===== config.mk =====
export PLATFORM = sky130hd
export DESIGN_NAME = mecanum_wheel_duty_mixer_unit
export DESIGN_NICKNAME = d
export VERILOG_FILES = /design/src/design/mwdm_pkg.sv /design/src/design/mwdm_queue.sv /design/src/design/mwdm_front.sv /design/src/design/mwdm_back.sv /design/src/design/mecanum_wheel_duty_mixer_unit.sv
export SDC_FILE = /design/constraint.sdc
export NUM_CORES = 2
export LEC_CHECK = 0
export ABC_AREA = 1
export BUFFER_PORTS_ARGS = -buffer_cell sky130_fd_sc_hd__buf_4
export CORE_ASPECT_RATIO = 0.6
export CORE_UTILIZATION = 44
export DETAILED_ROUTE_END_ITERATION = 10
export PLACE_DENSITY = 0.68
export SYNTH_ARGS = -nofsm -noshare
export SYNTH_HDL_FRONTEND = slang
export SYNTH_SLANG_ARGS = --single-unit

===== constraint.sdc =====
create_clock -name i_clk -period 20 [get_ports i_clk]
set_input_delay 1 -clock i_clk [delete_from_list [all_inputs] [get_ports i_clk]]
set_output_delay 1 -clock i_clk [all_outputs]
set_load 0.03 [all_outputs]

===== src/design/mwdm_pkg.sv =====
// ---------------------------------------------------------------------------
// mwdm_pkg
// Types, codes and helper functions shared by the duty mixer modules.
// ---------------------------------------------------------------------------
package mwdm_pkg;

    localparam int unsigned BYTE_W    = 8;
    localparam int unsigned DUTY_W    = 10;
    localparam int unsigned TICK_W    = 16;
    localparam int unsigned CFG_W     = 16;
    localparam int unsigned AXIS_W    = 20;
    localparam int unsigned WIDE_W    = 42;
    localparam int unsigned IN_DATA_W = 24;
    localparam int unsigned OUT_DATA_W = 80;

    localparam logic [BYTE_W-1:0] CENTER_BYTE  = 8'd128;
    localparam logic [TICK_W-1:0] TICK_MAX     = 16'hFFFF;
    localparam logic [CFG_W-1:0]  TIMEOUT_RST  = 16'd10;
    localparam logic [CFG_W-1:0]  GAIN_RST     = 16'd58982;

    // Item kinds carried on the input tuser.
    localparam logic FUNC_TICK   = 1'b0;
    localparam logic FUNC_PACKET = 1'b1;

    // Configuration register indexes.
    localparam logic CFG_FAILSAFE_TIMEOUT = 1'b0;
    localparam logic CFG_OMEGA_GAIN       = 1'b1;

    typedef struct packed {
        logic              fired;
        logic [BYTE_W-1:0] rot;
        logic [BYTE_W-1:0] y;
        logic [BYTE_W-1:0] x;
    } t_mix_item;

    typedef struct packed {
        logic full;
        logic empty;
    } t_queue_status;

    // Joystick byte to axis value in units of 1/256: 999*256 - 1998*b.
    function automatic logic signed [AXIS_W-1:0] axis_value(input logic [BYTE_W-1:0] b);
        logic signed [31:0] v;
        v = 32'sd255744 - 32'sd1998 * $signed({24'd0, b});
        return v[AXIS_W-1:0];
    endfunction

endpackage


===== src/design/mwdm_queue.sv =====
// ---------------------------------------------------------------------------
// mwdm_queue
// Two-entry queue that decouples the front classifier from the mixer.
// ---------------------------------------------------------------------------
module mwdm_queue (
    input  logic                  i_clk,
    input  logic                  i_rst_n,
    input  logic                  i_push,
    input  mwdm_pkg::t_mix_item   i_item,
    input  logic                  i_pop,
    output mwdm_pkg::t_mix_item   o_item,
    output mwdm_pkg::t_queue_status o_status
);
    import mwdm_pkg::*;

    t_mix_item  r_mem [2];
    logic       r_wr_ptr;
    logic       r_rd_ptr;
    logic [1:0] r_count;

    logic do_push;
    logic do_pop;

    assign o_status.full  = (r_count == 2'd2);
    assign o_status.empty = (r_count == 2'd0);
    assign do_push = i_push && !o_status.full;
    assign do_pop  = i_pop && !o_status.empty;
    assign o_item  = r_mem[r_rd_ptr];

    always_ff @(posedge i_clk) begin
        if (!i_rst_n) begin
            r_wr_ptr <= 1'b0;
            r_rd_ptr <= 1'b0;
            r_count  <= 2'd0;
        end else begin
            if (do_push) begin
                r_mem[r_wr_ptr] <= i_item;
                r_wr_ptr        <= ~r_wr_ptr;
            end
            if (do_pop) begin
                r_rd_ptr <= ~r_rd_ptr;
            end
            case ({do_push, do_pop})
                2'b10:   r_count <= r_count + 2'd1;
                2'b01:   r_count <= r_count - 2'd1;
                default: r_count <= r_count;
            endcase
        end
    end

endmodule


===== src/design/mwdm_front.sv =====
// ---------------------------------------------------------------------------
// mwdm_front
// Accepts ticks and packets, tracks silence and applies the failsafe.
// ---------------------------------------------------------------------------
module mwdm_front (
    input  logic                       i_clk,
    input  logic                       i_rst_n,
    input  logic                       i_valid,
    input  logic                       i_func,
    input  logic [mwdm_pkg::BYTE_W-1:0] i_x,
    input  logic [mwdm_pkg::BYTE_W-1:0] i_y,
    input  logic [mwdm_pkg::BYTE_W-1:0] i_rot,
    input  logic [mwdm_pkg::CFG_W-1:0] i_timeout,
    input  logic                       i_queue_full,
    output logic                       o_ready,
    output logic                       o_push,
    output mwdm_pkg::t_mix_item        o_item
);
    import mwdm_pkg::*;

    logic [BYTE_W-1:0] r_held_x, r_held_y, r_held_rot;
    logic [TICK_W-1:0] r_silence;

    logic [BYTE_W-1:0] n_held_x, n_held_y, n_held_rot;
    logic [TICK_W-1:0] n_silence;
    logic              fire;

    assign o_ready = !i_queue_full;
    assign o_push  = i_valid && o_ready;

    always_comb begin
        if (i_func == FUNC_PACKET) begin
            n_held_x   = i_x;
            n_held_y   = i_y;
            n_held_rot = i_rot;
            n_silence  = '0;
        end else begin
            n_held_x   = r_held_x;
            n_held_y   = r_held_y;
            n_held_rot = r_held_rot;
            n_silence  = (r_silence == TICK_MAX) ? r_silence : r_silence + 16'd1;
        end
        fire = (n_silence > i_timeout);
        if (fire) begin
            n_held_x   = CENTER_BYTE;
            n_held_y   = CENTER_BYTE;
            n_held_rot = CENTER_BYTE;
        end
        o_item.fired = fire;
        o_item.x     = n_held_x;
        o_item.y     = n_held_y;
        o_item.rot   = n_held_rot;
    end

    always_ff @(posedge i_clk) begin
        if (!i_rst_n) begin
            r_held_x   <= CENTER_BYTE;
            r_held_y   <= CENTER_BYTE;
            r_held_rot <= CENTER_BYTE;
            r_silence  <= '0;
        end else if (o_push) begin
            r_held_x   <= n_held_x;
            r_held_y   <= n_held_y;
            r_held_rot <= n_held_rot;
            r_silence  <= n_silence;
        end
    end

endmodule


===== src/design/mwdm_back.sv =====
// ---------------------------------------------------------------------------
// mwdm_back
// Maps held bytes to axis values, mixes four wheel speeds and splits them
// into forward and reverse compare values in an output register.
// ---------------------------------------------------------------------------
module mwdm_back #(
    parameter int unsigned DUTY_LIMIT = 999
) (
    input  logic                          i_clk,
    input  logic                          i_rst_n,
    input  logic                          i_queue_empty,
    input  mwdm_pkg::t_mix_item           i_item,
    input  logic [mwdm_pkg::CFG_W-1:0]    i_gain,
    output logic                          o_pop,
    output logic                          o_valid,
    input  logic                          i_ready,
    output logic [mwdm_pkg::OUT_DATA_W-1:0] o_data,
    output logic                          o_fired
);
    import mwdm_pkg::*;

    localparam logic signed [WIDE_W-1:0] LIM = $signed(WIDE_W'(DUTY_LIMIT) << 24);

    typedef enum logic [1:0] {ST_IDLE, ST_MUL, ST_MIX} t_state;

    t_state                    r_state;
    logic signed [AXIS_W-1:0]  r_vx, r_vy, r_om;
    logic                      r_fired;
    logic signed [WIDE_W-1:0]  r_a, r_b, r_rot;
    logic                      r_out_valid;
    logic [OUT_DATA_W-1:0]     r_out_data;
    logic                      r_out_fired;

    logic signed [AXIS_W:0]    sum_neg, sum_dif;
    logic signed [36:0]        prod;
    logic                      out_free;

    // Returns {rev, fwd} for one clamped speed in units of 2^-24.
    function automatic logic [2*DUTY_W-1:0] split(input logic signed [WIDE_W-1:0] w);
        logic signed [WIDE_W-1:0] c;
        logic [WIDE_W-1:0]        m;
        logic [2*DUTY_W-1:0]      r;
        c = w;
        if (w > LIM) c = LIM;
        else if (w < -LIM) c = -LIM;
        r = '0;
        m = '0;
        if (c > 0) begin
            r[DUTY_W-1:0] = c[33:24];
        end else if (c < 0) begin
            m = WIDE_W'(-c);
            r[2*DUTY_W-1:DUTY_W] = m[33:24];
        end
        return r;
    endfunction

    assign o_pop    = (r_state == ST_IDLE) && !i_queue_empty;
    assign out_free = !r_out_valid || i_ready;
    assign o_valid  = r_out_valid;
    assign o_data   = r_out_data;
    assign o_fired  = r_out_fired;

    assign sum_neg = -($signed({r_vx[AXIS_W-1], r_vx}) + $signed({r_vy[AXIS_W-1], r_vy}));
    assign sum_dif = $signed({r_vy[AXIS_W-1], r_vy}) - $signed({r_vx[AXIS_W-1], r_vx});
    assign prod    = $signed({1'b0, i_gain}) * r_om;

    always_ff @(posedge i_clk) begin
        if (!i_rst_n) begin
            r_state     <= ST_IDLE;
            r_out_valid <= 1'b0;
        end else begin
            if ((r_state == ST_MIX) && out_free) begin
                r_out_valid <= 1'b1;
            end else if (r_out_valid && i_ready) begin
                r_out_valid <= 1'b0;
            end
            case (r_state)
                ST_IDLE: begin
                    if (o_pop) begin
                        r_vx    <= axis_value(i_item.x);
                        r_vy    <= axis_value(i_item.y);
                        r_om    <= axis_value(i_item.rot);
                        r_fired <= i_item.fired;
                        r_state <= ST_MUL;
                    end
                end
                ST_MUL: begin
                    r_a     <= WIDE_W'(sum_neg) <<< 16;
                    r_b     <= WIDE_W'(sum_dif) <<< 16;
                    r_rot   <= WIDE_W'(prod);
                    r_state <= ST_MIX;
                end
                ST_MIX: begin
                    // Hold here until the previous result has been taken.
                    if (out_free) begin
                        r_out_data  <= {split(r_a - r_rot), split(r_b + r_rot),
                                        split(r_b - r_rot), split(r_a + r_rot)};
                        r_out_fired <= r_fired;
                        r_state     <= ST_IDLE;
                    end
                end
                default: r_state <= ST_IDLE;
            endcase
        end
    end

endmodule


===== src/design/mecanum_wheel_duty_mixer_unit.sv =====
// ---------------------------------------------------------------------------
// mecanum_wheel_duty_mixer_unit
// Joystick failsafe and mecanum mixer producing four wheel compare pairs.
// ---------------------------------------------------------------------------
// Flow: a taken word is queued, then passes the map, multiply and mix steps
// of the mixer into the output register; the mixer takes no new word until the
// last has left the mix step; the front keeps accepting into a two-word queue.
// Reset: synchronous active-low; held bytes return to 128, silence to zero,
// registers to their defaults, and queue and output are emptied.
module mecanum_wheel_duty_mixer_unit #(
    parameter int unsigned DUTY_LIMIT = 999
) (
    input  logic        i_clk,
    input  logic        i_rst_n,
    input  logic        s_axis_tvalid,
    output logic        s_axis_tready,
    // x_byte [7:0], y_byte [15:8], rot_byte [23:16]
    input  logic [mwdm_pkg::IN_DATA_W-1:0] s_axis_tdata,
    // func [0]
    input  logic        s_axis_tuser,
    output logic        m_axis_tvalid,
    input  logic        m_axis_tready,
    // wheel1_fwd, wheel1_rev, wheel2_fwd, wheel2_rev, wheel3_fwd, wheel3_rev,
    // wheel4_fwd, wheel4_rev: ten bits each from bit 0 up
    output logic [mwdm_pkg::OUT_DATA_W-1:0] m_axis_tdata,
    // failsafe_active [0]
    output logic        m_axis_tuser,
    input  logic        i_cfg_we,
    input  logic        i_cfg_idx,
    input  logic [mwdm_pkg::CFG_W-1:0] i_cfg_wdata
);
    import mwdm_pkg::*;

    logic [CFG_W-1:0] r_failsafe_timeout;
    logic [CFG_W-1:0] r_omega_gain;

    logic          push, pop;
    t_mix_item     front_item, head_item;
    t_queue_status q_status;

    always_ff @(posedge i_clk) begin
        if (!i_rst_n) begin
            r_failsafe_timeout <= TIMEOUT_RST;
            r_omega_gain       <= GAIN_RST;
        end else if (i_cfg_we) begin
            case (i_cfg_idx)
                CFG_FAILSAFE_TIMEOUT: r_failsafe_timeout <= i_cfg_wdata;
                CFG_OMEGA_GAIN:       r_omega_gain       <= i_cfg_wdata;
                default:              r_omega_gain       <= r_omega_gain;
            endcase
        end
    end

    mwdm_front u_front (
        .i_clk        (i_clk),
        .i_rst_n      (i_rst_n),
        .i_valid      (s_axis_tvalid),
        .i_func       (s_axis_tuser),
        .i_x          (s_axis_tdata[7:0]),
        .i_y          (s_axis_tdata[15:8]),
        .i_rot        (s_axis_tdata[23:16]),
        .i_timeout    (r_failsafe_timeout),
        .i_queue_full (q_status.full),
        .o_ready      (s_axis_tready),
        .o_push       (push),
        .o_item       (front_item)
    );

    mwdm_queue u_queue (
        .i_clk    (i_clk),
        .i_rst_n  (i_rst_n),
        .i_push   (push),
        .i_item   (front_item),
        .i_pop    (pop),
        .o_item   (head_item),
        .o_status (q_status)
    );

    mwdm_back #(
        .DUTY_LIMIT (DUTY_LIMIT)
    ) u_back (
        .i_clk         (i_clk),
        .i_rst_n       (i_rst_n),
        .i_queue_empty (q_status.empty),
        .i_item        (head_item),
        .i_gain        (r_omega_gain),
        .o_pop         (pop),
        .o_valid       (m_axis_tvalid),
        .i_ready       (m_axis_tready),
        .o_data        (m_axis_tdata),
        .o_fired       (m_axis_tuser)
    );

endmodule


# ---- Yosys cells after proc, flatten, opt, wreduce, memory -nomap -nowiden
# Memory sizes are Yosys's and may differ from the RTL's. A register that Yosys moved wholly into a read port is not among the register bits.
# Index checks and enable logic that the tools add are counted.
dict set report word_totals {
  ff_bits 300
  ramBits 50
  input_bits 47
  out_inout_bits 83
  wordCells 144
  mem_count 1
}
dict set report op_classes {
  n_addsub 17
  mul 4
  magnitude_cmp 17
  eq_ne 8
  mux 39
  bitwise_logic 7
  n_reduce_logical 24
}
# name words width read_ports rd_ports_with_merged_regs write_ports line
set mem_list {}
lappend mem_list {u_queue.r_mem 2 25 1 1 1 mwdm_queue.sv:16} ;# t_mix_item r_mem [2];
# op n
set ops {}
lappend ops {{$mux 42} 20}
lappend ops {{$gt 42x1->1 const B} 4}
lappend ops {{$gt 42x35->1 const B} 4}
lappend ops {{$lt 42x1->1 const B} 4}
lappend ops {{$lt 42x35->1 const B} 4}
lappend ops {{$neg 34->34} 4}
lappend ops {{$add 37x37->38} 2}
lappend ops {{$sub 37x37->38} 2}
lappend ops {{$sub 19x20->20 const A} 3}
lappend ops {{$mul 10x8->18 const A} 3}
lappend ops {{$mux 8} 6}
lappend ops {{$mul 17x20->37} 1}
lappend ops {{$mux 16} 2}
lappend ops {{$add 20x20->21} 1}
lappend ops {{$neg 21->21} 1}
lappend ops {{$sub 20x20->21} 1}
lappend ops {{$add 16x1->16 const B} 1}
lappend ops {{$eq 16x16->1 const B} 1}
lappend ops {{$gt 16x16->1} 1}
lappend ops {{$reduce_and 2->1} 4}
lappend ops {{$reduce_or 2->1} 4}
lappend ops {{$mux 1} 7}
lappend ops {{$not 1->1} 7}
lappend ops {{$eq 2x2->1 const B} 3}
lappend ops {{14 further kinds} 26}

# ---- Logic depth before layout (Yosys ltp)
dict set report logic_depth {
  ltp_word 10
  mapped_depth 33
  ltp_nobuf 31
}

# ---- Modules after synthesis
# Synthesis repeated with hierarchy kept, for this count alone.
dict set report hier_totals {
  hier_cells 5245
  hier_area_um2 41034.4
}
# module instances cells_per_inst area_per_inst_um2 seq_area_each_um2
set modules_own_cells {}
lappend modules_own_cells {mwdm_back 1 4506 34872.2 6486.2}
lappend modules_own_cells {mwdm_front 1 451 2816.5 800.8}
lappend modules_own_cells {mwdm_queue 1 117 2075.7 1601.5}
lappend modules_own_cells {mecanum_wheel_duty_mixer_unit 1 171 1270.0 640.6}

# ---- Least setup slack after synthesis
# No wires, ideal clock.
dict set report synth_path {
  path_kind {input port to flip-flop}
  start {input port i_rst_n}
  end {register u_back.r_out_data[0] (netlist: u_back.o_data[0]), enable pin}
  setup_time_ps 720
  arrival_ps 9001
  required_ps 19280
  setup_slack_ps 10279
  stages 3
  path_buffers 1
  cell_sequence {clkbuf_1 -> inv_1 -> nor4_1}
}
dict set report synth_between {
  elab_chain_len 1
}
# item line
set synth_lines {}
lappend synth_lines {{start, declared} mecanum_wheel_duty_mixer_unit.sv:14} ;# input logic i_rst_n,
lappend synth_lines {{$reduce_and 3->1 (no line)} --}
lappend synth_lines {{end signal, assigned} mwdm_back.sv:96} ;# r_out_data <= {split(r_a - r_rot), split(r_b + r_rot),
lappend synth_lines {{end, declared} mwdm_back.sv:31} ;# logic [OUT_DATA_W-1:0] r_out_data;
# No other way between the ends.
# A chain may end at the register's enable or synchronous reset.

# ---- Final worst setup path
dict set report layout_path {
  start {register r_omega_gain[3]}
  end {register u_back.r_rot[36] (netlist name)}
}
dict set report layout_between {
  elab_chain_len 1
}
# item line
set layout_lines {}
lappend layout_lines {{start, declared} mecanum_wheel_duty_mixer_unit.sv:35} ;# logic [CFG_W-1:0] r_omega_gain;
lappend layout_lines {{start signal, assigned} mecanum_wheel_duty_mixer_unit.sv:48} ;# CFG_OMEGA_GAIN: r_omega_gain <= i_cfg_wdata;
lappend layout_lines {{start signal, assigned} mecanum_wheel_duty_mixer_unit.sv:49} ;# default: r_omega_gain <= r_omega_gain;
lappend layout_lines {{$mul 17x20->37} mwdm_back.sv:65} ;# assign prod = $signed({1'b0, i_gain}) * r_om;
lappend layout_lines {{named net u_back.prod[36]} mwdm_back.sv:35} ;# logic signed [36:0] prod;
# The timed path passes the listed nets, and every way through them passes these cells.

==> out/metrics.cfg <==
[layout]
syn2layout_area_growth_pct = 8.57
nets = 6106
n_antenna_cell = 0
n_fill_cell = 8745
finalInstanceArea_um2 = 44000
drive_gt1_share_pct = 5.69
stdcell_count = 6544

[grt]
antenna_found_initial = 0
globalRouteTotalUtil_pct = 24.3
grt_pass1_wl_um = 179000
grt_overflow = 0
first_global_vias = 32142
grt_max_degree = 76

[outcome]
status = finished clean

[yosys]
synth.most_common_cell = inv_1
ys_warn_count = 0
synth.distinct_cells = 57
synth-simple-area-share_pct = 20.5
ys_ff_latch = 344
synth_top_family_by_area = adder cells
syn_area_per_cell_um2 = 7.73
synth_top_area_share_pct = 19.6
synthXorXnorAreaFrac_pct = 4.41
synthFlopType = edfxtp_1
synth_compound_area_share_pct = 8.17
synth_common_cells = 1180 x inv_1, 1141 x nand2_1, 455 x nor2_1, 389 x fa_1, 375 x ha_1
synth_edf_count = 264
post_synth_inst_count = 5245
synthMuxAreaShare_pct = 0
seq_area_frac_synth_pct = 23.5
syn_area_um2 = 40500
syn_nets = 6056
async_flop_share_pct = 0
synth_area_leaders = edfxtp_1 20%, fa_1 19%, ha_1 12%
yosys.area.top_type = edfxtp_1
synth_fa_ha_area_share_pct = 30.8

[detailed_routing]
wl_per_cell_um = 17.1
drt-initial-drc-count = 3057
drc = 0
totalWireLength_um = 112000
vias_per_cell = 5.12
vias = 33533
postRouteAntennaNets = 0
firstDrtPassIters = 6

[place]
gp_congestion = 1.01
dpl_worst_slack_ps = 12940
post-place-cells = 6472
port_buffers = 129
dp_hpwl_um = 92000
place_area_um2 = 42600

[cts]
clkLatencyLatePin_ps = 610
clock_sinks = 344
cts_setup_buffers = 0
cts_htree_levels = 2
clock-root-buffer = clkbuf_16
cts_buffers = 39
cts_resized = 0
cts_buffer_depth = 3
cts_tree = done
clkTransAtPathRegs_ps = 60
cts_hold_buf = 0

[worst_setup_path]
startpoint_type = flip-flop
r2r_cells = 21
path_common_cell = fa_1
end_kind = flip-flop
crit_type = reg2reg
worstPathRequired_ps = 20310
critPathArrivalTime_ps = 7540
crit_path_max_fanout = 20
cpMaxStageDelayCell = dfxtp_1
slowest_delay_ps = 880
crit_chain = nand2_1 -> fa_1 -> fa_1 -> fa_1 -> fa_1 -> inv_1 -> fa_1 -> inv_1 -> fa_1 -> inv_1 -> ha_1 -> a21oi_1 -> a21boi_0 -> o21ai_1 -> a21boi_0 -> o21ai_0 -> a21boi_1 -> o21ai_0 -> nand2_1 -> nand2_1 -> xnor2_1

[sta]
drv_slew = 0
setup_slack_ps = 12770
hold_viol = 0
setup_tns_ps = 0
setup_violations = 0
period_needed_ps = 7230
skew_ps = 39.8
slew_headroom_pct = 26.3
timing.fmax_mhz = 138
rsz0062_at_grt = no
min_period_over_period_pct = 36.1
worst_pin_slew_ps = 1090

[die]
rows = 85
io_pins = 130
die_h_um = 237
die_w_um = 394
start_util_pct = 44.8
dieArea_um2 = 93400
core_um2 = 90500

[flow_run]
cap_viol_max_count = 0

[hold_path]
holdPathStages = 1
hold_path.class = reg2reg

==> registers in the layout, indices dropped and copies added, names as in the netlist, 16 cells and up, named ones only <==
register and cells:
u_back.r_vx 19, u_front.r_silence 16, u_queue.r_mem 50, r_failsafe_timeout 16
u_back.r_vy 19, r_omega_gain 16, u_back.r_rot 36, u_back.r_b 19
u_back.r_om 19, u_back.r_a 20, u_back.o_data 80
==> cells in the final DEF, fill, tap and decap left out, drive strengths merged, types with 2 or more instances in the layout <==
master	Yosys	final
inv	1187	1193
nand2	1157	1157
nor2	474	474
fa	389	389
ha	375	375
a21oi	311	311
edfxtp	264	264
nand3	209	209
o21ai	185	185
xor2	165	165
buf	39	152
dfxtp	80	80
nor3	53	53
nand4	49	49
clkbuf	104	48
xnor2	37	37
o21bai	25	25
or2	24	24
nor4	18	18
a31oi	15	15
a21boi	13	13
clkinv	4	13
o211ai	12	12
o31ai	11	11
a21o	11	11
nand3b	10	10
a211oi	7	7
bufinv	0	7
o2111ai	3	3
a221oi	2	2
o21a	2	2
a2111oi	2	2
o311ai	2	2
clkinvlp	0	2
==> logic make-up (layout without fill, tap and decap cells) <==
kind of cell               count (synthesis)  after routing
AOI/OAI and AO/OA                        603            603
xor gates and xnor gates                 202            202
adders and majority gates                764            764
buffers and inverters                   1334           1415
DFF                                      344            344
and+or+nand+nor                         1998           1998
==> per-layer routing <==
layer  part of all wire [%]  up-vias  global-route usage (%)
li1                       -    16305                       -
met1                     52    15883                    39.7
met2                     37     1243                    32.3
met3                     10      102                    5.58
met4                    1.3        0                    3.55
met5                      0        -                       0
==> path summary, 6_finish.rpt <==
kind              slack [ps]          endpoint              from
setup reg to reg       12770  u_back.r_rot[36]   r_omega_gain[3]
hold reg to reg          460  u_queue.r_rd_ptr  u_queue.r_rd_ptr
hold / removal           460  u_queue.r_rd_ptr  u_queue.r_rd_ptr
setup / recovery       12770  u_back.r_rot[36]   r_omega_gain[3]
==> worst max-delay path: cells and delay by family, from the launching register on <==
family / cells / cell delay (ps)
AO/OA/AOI/OAI: 7 / 1980
XOR/XNOR: 1 / 130
adder cells (fa/ha/maj): 7 / 3440
buffers and inverters: 3 / 160
flip-flops: 1 / 880
AND/OR/NAND/NOR: 3 / 340
==> through the flow <==
| step | utilization [%] | hold WS [ps] |
|---|---|---|
| floorplan | - | 400 |
| global placement | 47.0 | 435 |
| detailed placement | 47.0 | 447 |
| CTS | 48.6 | 454 |
| global route | 48.6 | 488 |
| finish | 48.6 | 455 |
==> layout make-up <==
| class | count | area, um^2 | area share, % |
|---|---|---|---|
| Multi-Input combinational cell | 3567 | 25900 | 58.9 |
| Inverter | 1191 | 4470 | 10.2 |
| Clock inverter | 24 | 372 | 0.844 |
| Sequential cell | 344 | 9530 | 21.7 |
| Clock buffer | 48 | 1060 | 2.41 |
| Tap cell | 1218 | 1520 | 3.46 |
| Timing Repair Buffer | 152 | 1140 | 2.59 |
Power is not shown: default switching activity piles up to over one toggle a cycle in this logic, so the estimate is an artifact.
